--- config.mk ---
export PLATFORM = sky130hd
export DESIGN_NAME = gpio_bank_with_irq_detect_flat
export DESIGN_NICKNAME = d
export VERILOG_FILES = /design/src/hdl/gbid_pkg.sv /design/src/hdl/gbid_if.sv /design/src/hdl/gpio_bank_with_irq_detect.sv /design/src/flat_wrapper.sv
export VERILOG_INCLUDE_DIRS = /design/src /design/src/hdl
export SDC_FILE = /design/constraint.sdc
export NUM_CORES = 1
export LEC_CHECK = 0
export CAP_MARGIN = 20
export CORE_MARGIN = 5
export CORE_UTILIZATION = 69
export CTS_CLUSTER_SIZE = 20
export DETAILED_ROUTE_END_ITERATION = 7
export DONT_BUFFER_PORTS = 1
export GPL_TIMING_DRIVEN = 0
export PLACE_DENSITY = 0.84
export SLEW_MARGIN = 40
export SYNTH_ARGS = -nofsm -noshare
export SYNTH_HDL_FRONTEND = slang
export SYNTH_SLANG_ARGS = --single-unit
export TNS_END_PERCENT = 100
--- constraint.sdc ---
create_clock -name clk_i -period 3.55 [get_ports clk_i]
set_input_delay 0.1775 -clock clk_i [delete_from_list [all_inputs] [get_ports clk_i]]
set_output_delay 0.1775 -clock clk_i [all_outputs]
set_load 0.005 [all_outputs]
--- src/hdl/gpio_bank_with_irq_detect_macros.svh ---
// Assertion macros for the GPIO bank with interrupt detection.
// Used by the top level; depends on clk_i and rst_ni being in scope.
`ifndef GPIO_BANK_WITH_IRQ_DETECT_MACROS_SVH
`define GPIO_BANK_WITH_IRQ_DETECT_MACROS_SVH

`ifndef ASSERT_OFF
`define GBID_ASSERT(name, prop, msg) \
  name: assert property (@(posedge clk_i) disable iff (!rst_ni) prop) else $error(msg);
`define GBID_ASSERT_RST(name, prop, msg) \
  name: assert property (@(posedge clk_i) prop) else $error(msg);
`else
`define GBID_ASSERT(name, prop, msg)
`define GBID_ASSERT_RST(name, prop, msg)
`endif

`endif

--- src/hdl/gbid_pkg.sv ---
// Package for the GPIO bank: command and register codes, detect codes, pin mask.
// No dependencies; used by the interfaces and the top level.
`timescale 1ns / 1ps

package gbid_pkg;

  localparam int unsigned PIN_COUNT = 32;
  localparam logic [31:0] PIN_MASK = 32'((64'd1 << PIN_COUNT) - 64'd1);

  typedef logic [31:0] word_t;

  typedef enum logic [1:0] {
    CMD_READ  = 2'd0,
    CMD_WRITE = 2'd1,
    CMD_TICK  = 2'd2
  } cmd_e;

  typedef enum logic [2:0] {
    REG_DATA     = 3'd0,
    REG_DIR      = 3'd1,
    REG_STATUS   = 3'd2,
    REG_CFG_LO   = 3'd3,
    REG_CFG_HI   = 3'd4,
    REG_MASK     = 3'd5,
    REG_PENDING  = 3'd6,
    REG_BOTH     = 3'd7
  } reg_idx_e;

  typedef enum logic [1:0] {
    DET_LOW     = 2'd0,
    DET_HIGH    = 2'd1,
    DET_RISING  = 2'd2,
    DET_FALLING = 2'd3
  } det_e;

endpackage

--- src/hdl/gbid_if.sv ---
// Handshake channel interfaces for the GPIO bank: request and response.
// Depends on gbid_pkg.
`timescale 1ns / 1ps

interface gbid_req_if;
  logic              valid;
  logic              ready;
  logic [1:0]        command;
  logic [2:0]        reg_index;
  gbid_pkg::word_t   write_data;
  gbid_pkg::word_t   pin_levels;

  modport source (output valid, command, reg_index, write_data, pin_levels, input ready);
  modport sink   (input valid, command, reg_index, write_data, pin_levels, output ready);
endinterface

interface gbid_rsp_if;
  logic              valid;
  logic              ready;
  gbid_pkg::word_t   read_data;
  gbid_pkg::word_t   pad_drive;
  gbid_pkg::word_t   pad_enable;
  logic              irq_low;
  logic              irq_high;

  modport source (output valid, read_data, pad_drive, pad_enable, irq_low, irq_high,
                  input ready);
  modport sink   (input valid, read_data, pad_drive, pad_enable, irq_low, irq_high,
                  output ready);
endinterface

--- src/hdl/gpio_bank_with_irq_detect.sv ---
// Top level of the GPIO bank with per-pin edge and level interrupt detection.
// Depends on gbid_pkg, gbid_if.sv and gpio_bank_with_irq_detect_macros.svh.
`timescale 1ns / 1ps
`include "gpio_bank_with_irq_detect_macros.svh"

// Each request transaction (read, write or pin sample tick) is handled at the
// edge that accepts it: the register file and the response register are both
// loaded then, so the response appears in the following cycle. A new request
// is taken every cycle as long as the response register is empty or being
// drained in the same cycle; the single response register sets that limit.

module gpio_bank_with_irq_detect (
  input  logic           clk_i,
  input  logic           rst_ni,
  gbid_req_if.sink       in_i,
  gbid_rsp_if.source     out_o
);

  gbid_pkg::word_t out_data_q, out_data_d;
  gbid_pkg::word_t dir_q, dir_d;
  // The last sample also serves as the previous sample for edge detection.
  gbid_pkg::word_t status_q, status_d;
  gbid_pkg::word_t cfg_lo_q, cfg_lo_d;
  gbid_pkg::word_t cfg_hi_q, cfg_hi_d;
  gbid_pkg::word_t enable_q, enable_d;
  gbid_pkg::word_t pending_q, pending_d;
  gbid_pkg::word_t both_q, both_d;

  gbid_pkg::word_t rdata_d, rdata_q;
  gbid_pkg::word_t active_d;
  gbid_pkg::word_t hits;
  gbid_pkg::word_t now;
  logic [63:0]     cfg_all;
  logic            out_valid_q;
  logic            irq_low_q, irq_high_q;
  logic            in_acc;
  logic            out_acc;

  assign out_acc  = out_valid_q && out_o.ready;
  assign in_i.ready = !out_valid_q || out_o.ready;
  assign in_acc   = in_i.valid && in_i.ready;
  assign cfg_all  = {cfg_hi_q, cfg_lo_q};
  assign now      = in_i.pin_levels & gbid_pkg::PIN_MASK;

  always_comb begin
    logic n;
    logic o;
    hits = '0;
    for (int p = 0; p < 32; p++) begin
      n = now[p];
      o = status_q[p];
      if (both_q[p]) begin
        hits[p] = n ^ o;
      end else begin
        case (gbid_pkg::det_e'(cfg_all[2*p +: 2]))
          gbid_pkg::DET_LOW:     hits[p] = !n;
          gbid_pkg::DET_HIGH:    hits[p] = n;
          gbid_pkg::DET_RISING:  hits[p] = n && !o;
          default:               hits[p] = !n && o;
        endcase
      end
    end
  end

  always_comb begin
    out_data_d = out_data_q;
    dir_d      = dir_q;
    status_d   = status_q;
    cfg_lo_d   = cfg_lo_q;
    cfg_hi_d   = cfg_hi_q;
    enable_d   = enable_q;
    pending_d  = pending_q;
    both_d     = both_q;
    rdata_d    = '0;
    case (gbid_pkg::cmd_e'(in_i.command))
      gbid_pkg::CMD_READ: begin
        unique case (gbid_pkg::reg_idx_e'(in_i.reg_index))
          gbid_pkg::REG_DATA:    rdata_d = out_data_q;
          gbid_pkg::REG_DIR:     rdata_d = dir_q;
          gbid_pkg::REG_STATUS:  rdata_d = status_q;
          gbid_pkg::REG_CFG_LO:  rdata_d = cfg_lo_q;
          gbid_pkg::REG_CFG_HI:  rdata_d = cfg_hi_q;
          gbid_pkg::REG_MASK:    rdata_d = enable_q;
          gbid_pkg::REG_PENDING: rdata_d = pending_q;
          gbid_pkg::REG_BOTH:    rdata_d = both_q;
          default:               rdata_d = '0;
        endcase
      end
      gbid_pkg::CMD_WRITE: begin
        unique case (gbid_pkg::reg_idx_e'(in_i.reg_index))
          gbid_pkg::REG_DATA:    out_data_d = in_i.write_data & gbid_pkg::PIN_MASK;
          gbid_pkg::REG_DIR:     dir_d      = in_i.write_data & gbid_pkg::PIN_MASK;
          gbid_pkg::REG_STATUS:  status_d   = status_q;
          gbid_pkg::REG_CFG_LO:  cfg_lo_d   = in_i.write_data;
          gbid_pkg::REG_CFG_HI:  cfg_hi_d   = in_i.write_data;
          gbid_pkg::REG_MASK:    enable_d   = in_i.write_data & gbid_pkg::PIN_MASK;
          gbid_pkg::REG_PENDING: pending_d  = pending_q & ~in_i.write_data;
          gbid_pkg::REG_BOTH:    both_d     = in_i.write_data & gbid_pkg::PIN_MASK;
          default:               both_d     = both_q;
        endcase
      end
      gbid_pkg::CMD_TICK: begin
        pending_d = (pending_q | hits) & gbid_pkg::PIN_MASK;
        status_d  = now;
      end
      default: rdata_d = '0;
    endcase
    active_d = pending_d & enable_d;
  end

  always_ff @(posedge clk_i or negedge rst_ni) begin
    if (!rst_ni) begin
      out_data_q <= '0;
      dir_q      <= '0;
      status_q   <= '0;
      cfg_lo_q   <= '0;
      cfg_hi_q   <= '0;
      enable_q   <= '0;
      pending_q  <= '0;
      both_q     <= '0;
      out_valid_q <= 1'b0;
    end else begin
      if (in_acc) begin
        out_data_q <= out_data_d;
        dir_q      <= dir_d;
        status_q   <= status_d;
        cfg_lo_q   <= cfg_lo_d;
        cfg_hi_q   <= cfg_hi_d;
        enable_q   <= enable_d;
        pending_q  <= pending_d;
        both_q     <= both_d;
        out_valid_q <= 1'b1;
      end else if (out_acc) begin
        out_valid_q <= 1'b0;
      end
    end
  end

  always_ff @(posedge clk_i) begin
    if (in_acc) begin
      rdata_q    <= rdata_d;
      irq_low_q  <= |active_d[15:0];
      irq_high_q <= |active_d[31:16];
    end
  end

  assign out_o.valid      = out_valid_q;
  assign out_o.read_data  = rdata_q;
  assign out_o.pad_drive  = out_data_q;
  assign out_o.pad_enable = dir_q;
  assign out_o.irq_low    = irq_low_q;
  assign out_o.irq_high   = irq_high_q;

  `GBID_ASSERT(a_accept_gives_rsp, in_acc |=> out_valid_q, "Accepted request gave no response.")
  `GBID_ASSERT(a_pending_only_on_tick, !(in_acc && in_i.command == gbid_pkg::CMD_TICK) |=> ((pending_q & ~$past(pending_q)) == '0), "Pending bit set without a tick.")
  `GBID_ASSERT(a_irq_matches_state, out_valid_q |-> (irq_low_q == |(pending_q[15:0] & enable_q[15:0])) && (irq_high_q == |(pending_q[31:16] & enable_q[31:16])), "Interrupt lines disagree with state.")
  `GBID_ASSERT_RST(a_no_unused_pins, ((out_data_q | dir_q | enable_q | pending_q | both_q | status_q) & ~gbid_pkg::PIN_MASK) == '0, "Bit set above the pin count.")

endmodule

--- src/flat_wrapper.sv ---
// flat-port wrapper written by rule: the top's interface ports become plain ports
module gpio_bank_with_irq_detect_flat 
  (clk_i, rst_ni, in_i_valid, in_i_command, in_i_reg_index, in_i_write_data, in_i_pin_levels, in_i_ready, out_o_valid, out_o_read_data, out_o_pad_drive, out_o_pad_enable, out_o_irq_low, out_o_irq_high, out_o_ready);
  gbid_req_if in_i_i ();
  gbid_rsp_if out_o_i ();
  input  logic clk_i;
  input  logic rst_ni;
  input wire logic [$bits(in_i_i.valid)-1:0] in_i_valid;
  input wire logic [$bits(in_i_i.command)-1:0] in_i_command;
  input wire logic [$bits(in_i_i.reg_index)-1:0] in_i_reg_index;
  input wire logic [$bits(in_i_i.write_data)-1:0] in_i_write_data;
  input wire logic [$bits(in_i_i.pin_levels)-1:0] in_i_pin_levels;
  output wire logic [$bits(in_i_i.ready)-1:0] in_i_ready;
  output wire logic [$bits(out_o_i.valid)-1:0] out_o_valid;
  output wire logic [$bits(out_o_i.read_data)-1:0] out_o_read_data;
  output wire logic [$bits(out_o_i.pad_drive)-1:0] out_o_pad_drive;
  output wire logic [$bits(out_o_i.pad_enable)-1:0] out_o_pad_enable;
  output wire logic [$bits(out_o_i.irq_low)-1:0] out_o_irq_low;
  output wire logic [$bits(out_o_i.irq_high)-1:0] out_o_irq_high;
  input wire logic [$bits(out_o_i.ready)-1:0] out_o_ready;
  assign in_i_i.valid = in_i_valid;
  assign in_i_i.command = in_i_command;
  assign in_i_i.reg_index = in_i_reg_index;
  assign in_i_i.write_data = in_i_write_data;
  assign in_i_i.pin_levels = in_i_pin_levels;
  assign in_i_ready = in_i_i.ready;
  assign out_o_valid = out_o_i.valid;
  assign out_o_read_data = out_o_i.read_data;
  assign out_o_pad_drive = out_o_i.pad_drive;
  assign out_o_pad_enable = out_o_i.pad_enable;
  assign out_o_irq_low = out_o_i.irq_low;
  assign out_o_irq_high = out_o_i.irq_high;
  assign out_o_i.ready = out_o_ready;
  gpio_bank_with_irq_detect u_core (.clk_i(clk_i), .rst_ni(rst_ni), .in_i(in_i_i), .out_o(out_o_i));
endmodule
==> metrics.md, run 1 <==
| Metric | Value |
|---|---|
| Outcome | finished with violations |
| Failing checks | hold timing, setup timing |
| Stages on the worst setup path | 11 |
| Async SR Flop Fraction | 0.883 |
| Clk Latency, worst-skew pair | 0.57 ns |
| Global Route Usage Sum | 0.427 |
| EDFF count, synth | 34 |
| Synth Register Bits | 291 |
| Initial antenna violation count | 0 |
| Distinct cells, synth | 47 |
| Postcts setup bufs | 0 |
| Area added between synthesis and finish | 13.2% |
| Reg-to-Reg Start | u_core.status_q[19] |
| Adder-cell share of the synthesized area | 0.0527 |
| Die area | roughly 26000 µm² |
| Vias per inst | ~7.3 |
| Vias in the first global route | about 13k |
| Number of routed nets with antenna violations | 0 |
| I/O pin total | approximately 170 |
| Final TNS setup | -0.0558 ns |
| Clock transition at path regs | 0.06 ns |
| Final nets | 1649 |
| Global-route wire length before repair | 83800 µm |
| Filler cells | 1338 |
| CP Class | primary input to register |
| DP Cell Count | 1695 |
| Netlist Area Pre-Place | approximately 16000 µm² |
| Final non-filler cell total | between 1.5k and 2k |
| Die Y | 162 µm |
| Fmax | 277 MHz |
| Slew Viols, Final | 0 |
| Initial core utilization | 0.703 |
| Slew @ Worst Pin | 0.928 ns |
| Slowest cell on crit path | clkbuf_1 |
| Max-capacitance violation count | 0 |
| Root buf cell | clkbuf_16 |
| Largest family of logic cells by synthesized area | multiplexers |
| Setup violators final | 1 |
| # DRC | 0 |
| Crit end category | register |
| Slew headroom | 0.381 |
| Count of TritonRoute iterations in the first routing pass | 6 |
| Most used DFF post-synth | dfrtp_1 |
| Grt ovf | 0 |
| Crit path time final | ~3.6 ns |
| Post-synthesis mux area share | 0.250 |
| Synthesis Warnings | 0 |
| Hold Buf Count CTS | 66 |
| Number of CTS-inserted buffers | 31 |
| I/O Buffers | 0 |
| TritonCTS clock tree | built |
| Synth Area in Simple Gates | 0.0681 |
| Seq/Total Area, Yosys | 0.468 |
| Post-synthesis xor/xnor area fraction | 0.000550 |
| Syn_nets | 1549 |
| Clock skew | 0.0122 ns |
| Vias | ~13k |
| CP delay by family, top | buffers and inverters |
| DP Wirelength | 36500 µm |
| Fin. Hold Viols | between 200 and 300 |
| Worst reg-to-reg path cell count | 8 |
| Clk buf depth | 3 |
| Crit-path cells | inv_1 -> ha_1 -> nand2_1 -> clkbuf_1 -> buf_2 -> a41oi_1 -> o311ai_0 -> a21boi_0 -> o22ai_1 -> nor4_1 -> nand3_1 |
| Total power | slightly below 0.01 W |
| Critical Path RT | 3.82 ns |
| Sink Count | between 200 and 300 |
| CP Launch Type | primary input |
| Period utilisation layout | 1.02 |
| Avg Inst Size Synth | 11.3 µm² |
| Resize count post-CTS | 0 |
| Post-synthesis compound-gate area fraction | 0.120 |
| WL final | roughly 57000 µm |
| Leakage | slightly above 8 nW |
| Gpl congestion | 0.964 |
| Total core area | 22600 µm² |
| Power per cell area | 539 nW/µm² |
| Crit path largest cell delay | 0.72 ns |
| Die W | 162 µm |
| Worst path buffer plus inverter count | 3 |
| Largest net degree at the start of global routing | 258 |
| HP Class | primary input to asynchronous set/reset pin |
| Synth Instances | 1409 |
| Unrepaired setup endpoints after global routing | no |
| Setup slack after layout | -0.0558 ns |
| Multi-input combinational cell area | 7820 µm² |
| First DRT Iteration DRCs | 1929 |
| Hold Worst Slack | -0.701 ns |
| Register Area | 7450 µm² |
| Cell Rows | 55 |
| IR drop worst, VDD | 0.458 mV |
| Worst setup path start | in_i_command[0] |
| Layout cells sized above 1 | 0.209 |
| Crit-path max FO | 10 |
| WL per Instance | 31.1 µm |
| Htree depth | 1 |
| Critical Path AT | a little under 4 ns |
==> through the flow <==
| step | setup WS [ns] | utilization | area, µm² |
|---|---|---|---|
| 2_1_floorplan | 1.17 | - | 15900 |
| 3_3_place_gp | -0.439 | 0.718 | 16300 |
| 3_5_place_dp | -0.364 | 0.720 | 16300 |
| 4_1_cts | 0.196 | 0.795 | 18000 |
| 5_1_grt | 0.0322 | 0.795 | 18000 |
| 6_report | -0.0558 | 0.795 | 18000 |
==> where the power goes <==
part	switching [W]	internal, W
logic	0.000889	0.000884
clock network	0.00136	0.00196
registers	0.000681	0.00394
total	0.00293	0.00678
==> metal layers <==
layer / up-vias / track usage / part of all wire
met1: 6488 / 0.551 / 0.35
met2: 1118 / 0.629 / 0.43
met3: 283 / 0.154 / 0.15
met4: 0 / 0.243 / 0.067
li1: 5345 / - / -
met5: - / 0 / 0
==> cell usage after synthesis, drive strengths merged (2+ instances only) <==
| library cell | n | area, µm² |
|---|---|---|
| edfxtp | 34 | 1020 |
| a22o | 2 | 17.5 |
| buf | 29 | 138 |
| nand4 | 4 | 25.0 |
| dfrtp | 257 | 6430 |
| and2 | 2 | 12.5 |
| a22oi | 3 | 22.5 |
| o21ai | 145 | 726 |
| inv | 84 | 315 |
| clkbuf | 49 | 184 |
| nor2b | 32 | 200 |
| or3 | 2 | 12.5 |
| nor2 | 52 | 195 |
| o22ai | 5 | 31.3 |
| a211oi | 33 | 248 |
| nand3 | 4 | 20.0 |
| nand2b | 16 | 100 |
| a211o | 3 | 26.3 |
| nor4 | 5 | 31.3 |
| a21oi | 74 | 370 |
| a221oi | 13 | 114 |
| nor3b | 4 | 30.0 |
| or4 | 3 | 22.5 |
| mux4 | 33 | 743 |
| mux2 | 207 | 2330 |
| mux2i | 90 | 901 |
| a41oi | 14 | 123 |
| nand2 | 106 | 398 |
| o311ai | 14 | 123 |
| a21boi | 2 | 15.0 |
| a31oi | 11 | 68.8 |
| ha | 67 | 838 |
==> flip-flops by register name, summed over array words and instances, names as in the netlist <==
register,flops
u_core.out_o.irq_low,1
u_core.status_q,32
u_core.out_o.valid,1
u_core.cfg_lo_q,32
u_core.both_q,32
u_core.enable_q,32
u_core.pending_q,32
u_core.out_o.pad_drive,32
u_core.cfg_hi_q,32
u_core.out_o.read_data,32
u_core.out_o.pad_enable,32
u_core.out_o.irq_high,1
==> area by class of cell <==
type                    instances  share of cell area
diodes                          3            0.000417
well taps                     285              0.0198
clock buffers                  51              0.0506
repair buffers                 67              0.0378
multi-input cells             955               0.434
flip-flops and latches        291               0.414
plain buffers                  78              0.0192
inverters                      85              0.0179
clock inverters                 7             0.00632
==> layout by cell type (no fill, tap or decap), types with 3 or more instances in the layout <==
| cell type | synthesis | final |
|---|---|---|
| dfrtp_1 | 257 | 257 |
| mux2_2 | 205 | 205 |
| o21ai_0 | 145 | 145 |
| nand2_1 | 106 | 106 |
| mux2i_1 | 90 | 90 |
| inv_1 | 83 | 82 |
| a21oi_1 | 74 | 74 |
| ha_1 | 67 | 67 |
| dlygate4sd3_1 | 0 | 66 |
| nor2_1 | 52 | 52 |
| clkbuf_1 | 49 | 51 |
| edfxtp_1 | 34 | 34 |
| a211oi_1 | 33 | 33 |
| mux4_2 | 33 | 33 |
| nor2b_1 | 32 | 32 |
| clkbuf_16 | 0 | 31 |
| buf_2 | 11 | 17 |
| nand2b_1 | 16 | 16 |
| a41oi_1 | 14 | 14 |
| o311ai_0 | 14 | 14 |
| clkbuf_2 | 0 | 14 |
| a221oi_1 | 13 | 13 |
| a31oi_1 | 11 | 11 |
| buf_1 | 15 | 7 |
| clkbuf_8 | 0 | 6 |
| nor4_1 | 5 | 5 |
| o22ai_1 | 5 | 5 |
| nor3b_1 | 4 | 4 |
| nand4_1 | 4 | 4 |
| nand3_1 | 4 | 4 |
| diode_2 | 0 | 3 |
| a211o_1 | 3 | 3 |
| or4_1 | 3 | 3 |
| a22oi_1 | 3 | 3 |
| bufinv_16 | 0 | 3 |
| clkinv_2 | 0 | 3 |
==> worst register-to-register path, delay by kind of cell (launching register included) <==
family,cells,cell delay (ns)
and+or+nand+nor,3,1.21
AOI/OAI and AO/OA,2,0.75
DFF,1,0.38
muxes,1,0.26
adders and majority gates,1,0.18
buffers and inverters,1,0.08
==> cell families after synthesis <==
logic type,count (synthesis)
flops,291
simple gates,235
fa+ha+maj,67
compound gates,322
mux,330
xor+xnor,1
buf+inv,163
==> worst paths after layout <==
path | to | slack [ns]
setup reg to reg | u_core.out_o.irq_high | 0.41
hold / removal | u_core.out_o.pad_drive[23] | -0.70
min in group clk_i | u_core.pending_q[0] | 0.03
hold reg to reg | u_core.status_q[17] | 0.53
max in group asynchronous | u_core.out_o.pad_enable[19] | 3.61
setup / recovery | u_core.out_o.irq_high | -0.06
(Power assumes the default switching activity.)
==> inputs of run 2 (changes only) <==
==> constraint.sdc (replaced) <==
create_clock -name clk_i -period 3.55 [get_ports clk_i]
set_input_delay 0.71 -clock clk_i [delete_from_list [all_inputs] [get_ports clk_i]]
set_output_delay 0.71 -clock clk_i [all_outputs]
set_load 0.005 [all_outputs]
==> run 2 against run 1 <==
Against the previous run: the flow finishes with violations (hold timing); fmax increased by 2.1%; routed wire length is 5.8% lower; via count fell by 3.6%; sequential share of layout area grew 1.5 points; core utilization fell by 2.8 points; sequential power is essentially flat; hold slack improved by 0.54 ns; combinational power decreased by 6%; final area fell by 3.6%; die area did not move; critical path depth unchanged; power shrank 1.6%; critical endpoint unchanged; largest power group unchanged.
==> metrics.md, run 2 (synthesis gave the netlist of run 1 again) <==
| Metric | Value |
|---|---|
| Outcome | finished with violations |
| Failing checks | hold timing |
| Number of CTS-inserted buffers | 31 |
| Critical Path AT | 3.82 ns |
| Hold Worst Slack | -0.157 ns |
| Final nets | between 1.5k and 2k |
| Total core area | 22600 µm² |
| Clock network power share | 0.344 |
| Setup slack after layout | between 0.015 and 0.02 ns |
| Total power | 0.00956 W |
| Vias | 12.8k |
| I/O Buffers | 0 |
| CP Launch Type | primary input |
| TritonCTS clock tree | built |
| Count of TritonRoute iterations in the first routing pass | 5 |
| Power per cell area | between 500 and 600 nW/µm² |
| Sink Count | around 290 |
| Max-capacitance violation count | 0 |
| Post-DP Area | roughly 16000 µm² |
| Setup violators final | 0 |
| Reg2reg setup slack | 0.61 ns |
| First DRT Iteration DRCs | between 1.5k and 2k |
| Layout cells sized above 1 | 0.222 |
| Area added between synthesis and finish | 9.16% |
| Crit path time final | 3.53 ns |
| Crit end category | register |
| WL final | about 53000 µm |
| Final Core Density | 0.767 |
| Postcts setup bufs | 0 |
| Slew @ Worst Pin | 0.924 ns |
| Die Y | 162 µm |
| Net Sw Power | ~0.0028 W |
| Fin. Hold Viols | 257 |
| Root buf cell | clkbuf_16 |
| Comb power frac | 0.174 |
| Stages on the worst setup path | 11 |
| Final Cell Area | 17400 µm² |
| Slowest cell on crit path | buf_2 |
| Leading cell type in the layout, fill and taps excluded | dfrtp_1 |
| # DRC | 0 |
| Htree depth | 1 |
| Net Sw Frac | 0.295 |
| Global Route Usage Sum | 0.403 |
| Pre-CTS WS | -0.897 ns |
| Grt ovf | 0 |
| Internal power | 0.00673 W |
| Critical Path RT | approximately 3.8 ns |
| I/O pin total | 173 |
| Crit-path cells | buf_2 -> and3b_1 -> clkbuf_1 -> and2_1 -> clkbuf_1 -> buf_2 -> a21oi_1 -> nand2_1 -> a21oi_1 -> nor4_2 -> nand3_1 |
| Slew Viols, Final | 0 |
| Clk Latency, worst-skew pair | 0.57 ns |
| Vias per inst | 7.27 |
| Crit path largest cell delay | 0.53 ns |
| Number of routed nets with antenna violations | 0 |
| Cell Rows | 55 |
| Period utilisation layout | 0.995 |
| Leakage | ~8 nW |
| Worst path buffer plus inverter count | 4 |
| DP Wirelength | between 30000 and 40000 µm |
| Gpl congestion | 0.964 |
| Register share of total power | 0.482 |
| IR drop worst, VDD | roughly 0.44 mV |
| Fmax | 283 MHz |
| CP Class | primary input to register |
| Clock skew | around 0.013 ns |
| Die W | around 160 µm |
| Worst reg-to-reg path cell count | 8 |
| Initial antenna violation count | 0 |
| Clock transition at path regs | 0.06 ns |
| Crit-path max FO | 10 |
| Filler cells | approximately 1.4k |
| HP Class | primary input to asynchronous set/reset pin |
| Global-route wire length before repair | around 80000 µm |
| Unrepaired setup endpoints after global routing | no |
| Initial core utilization | 0.703 |
| Slew headroom | 0.384 |
| Clk buf depth | 3 |
| Largest net degree at the start of global routing | 258 |
| CP delay by family, top | buffers and inverters |
| WL per Instance | 30.4 µm |
| Most frequent cells in the layout | dfrtp_1 (257), mux2_2 (205), o21ai_0 (145) |
| Vias in the first global route | 12.7k |
| Die area | 26200 µm² |
run 2: metal layers:
layer,vias to the layer above,GRT usage,share of wire
li1,5210,-,-
met1,6343,0.529,0.36
met2,992,0.599,0.44
met3,210,0.146,0.14
met4,0,0.195,0.052
met5,-,0,0
run 2: worst paths after layout:
| kind | start | endpoint |
|---|---|---|
| setup / recovery | in_i_reg_index[1] | u_core.out_o.irq_high |
| hold / removal | rst_ni | u_core.out_o.pad_drive[28] |
| setup reg to reg | u_core.status_q[19] | u_core.out_o.irq_high |
| hold reg to reg | u_core.status_q[26] | u_core.status_q[26] |
| max in group asynchronous | rst_ni | u_core.cfg_lo_q[10] |
| min in group clk_i | in_i_valid | u_core.out_o.valid |
run 2: repair_timing:
item                                    CTS  global route
hold endpoints to repair                257           257
endpoints found under the setup margin    2             2
gates resized for setup                   4             3
run 2: power groups by stage:
| stage | clock (W) | sequential (W) | combinational (W) |
|---|---|---|---|
| global placement | 0 | 0.00458 | 0.00150 |
| finish | 0.00329 | 0.00461 | 0.00166 |
| CTS | 0.00328 | 0.00457 | 0.00162 |
| global route | 0.00344 | 0.00465 | 0.00180 |
| floorplan | 0 | 0.00436 | 0.00123 |
| detailed placement | 0 | 0.00461 | 0.00159 |
run 2: cell type report:
cell class	instances	area, µm²	area share
flip-flops and latches	291	7450	0.429
well taps	285	357	0.0205
plain buffers	78	348	0.0200
clock buffers	51	911	0.0524
multi-input cells	955	7840	0.451
inverters	85	322	0.0185
diodes	2	5.00	0.000288
repair buffers	1	20.0	0.00115
clock inverters	7	114	0.00656
run 2: metrics by stage:
step | TNS (ns) | instances
2_1_floorplan | 0 | 1409
3_3_place_gp | -46.29 | 1694
3_5_place_dp | -1.83 | 1695
4_1_cts | 0 | 1753
5_1_grt | 0 | 1753
6_report | 0 | 1755
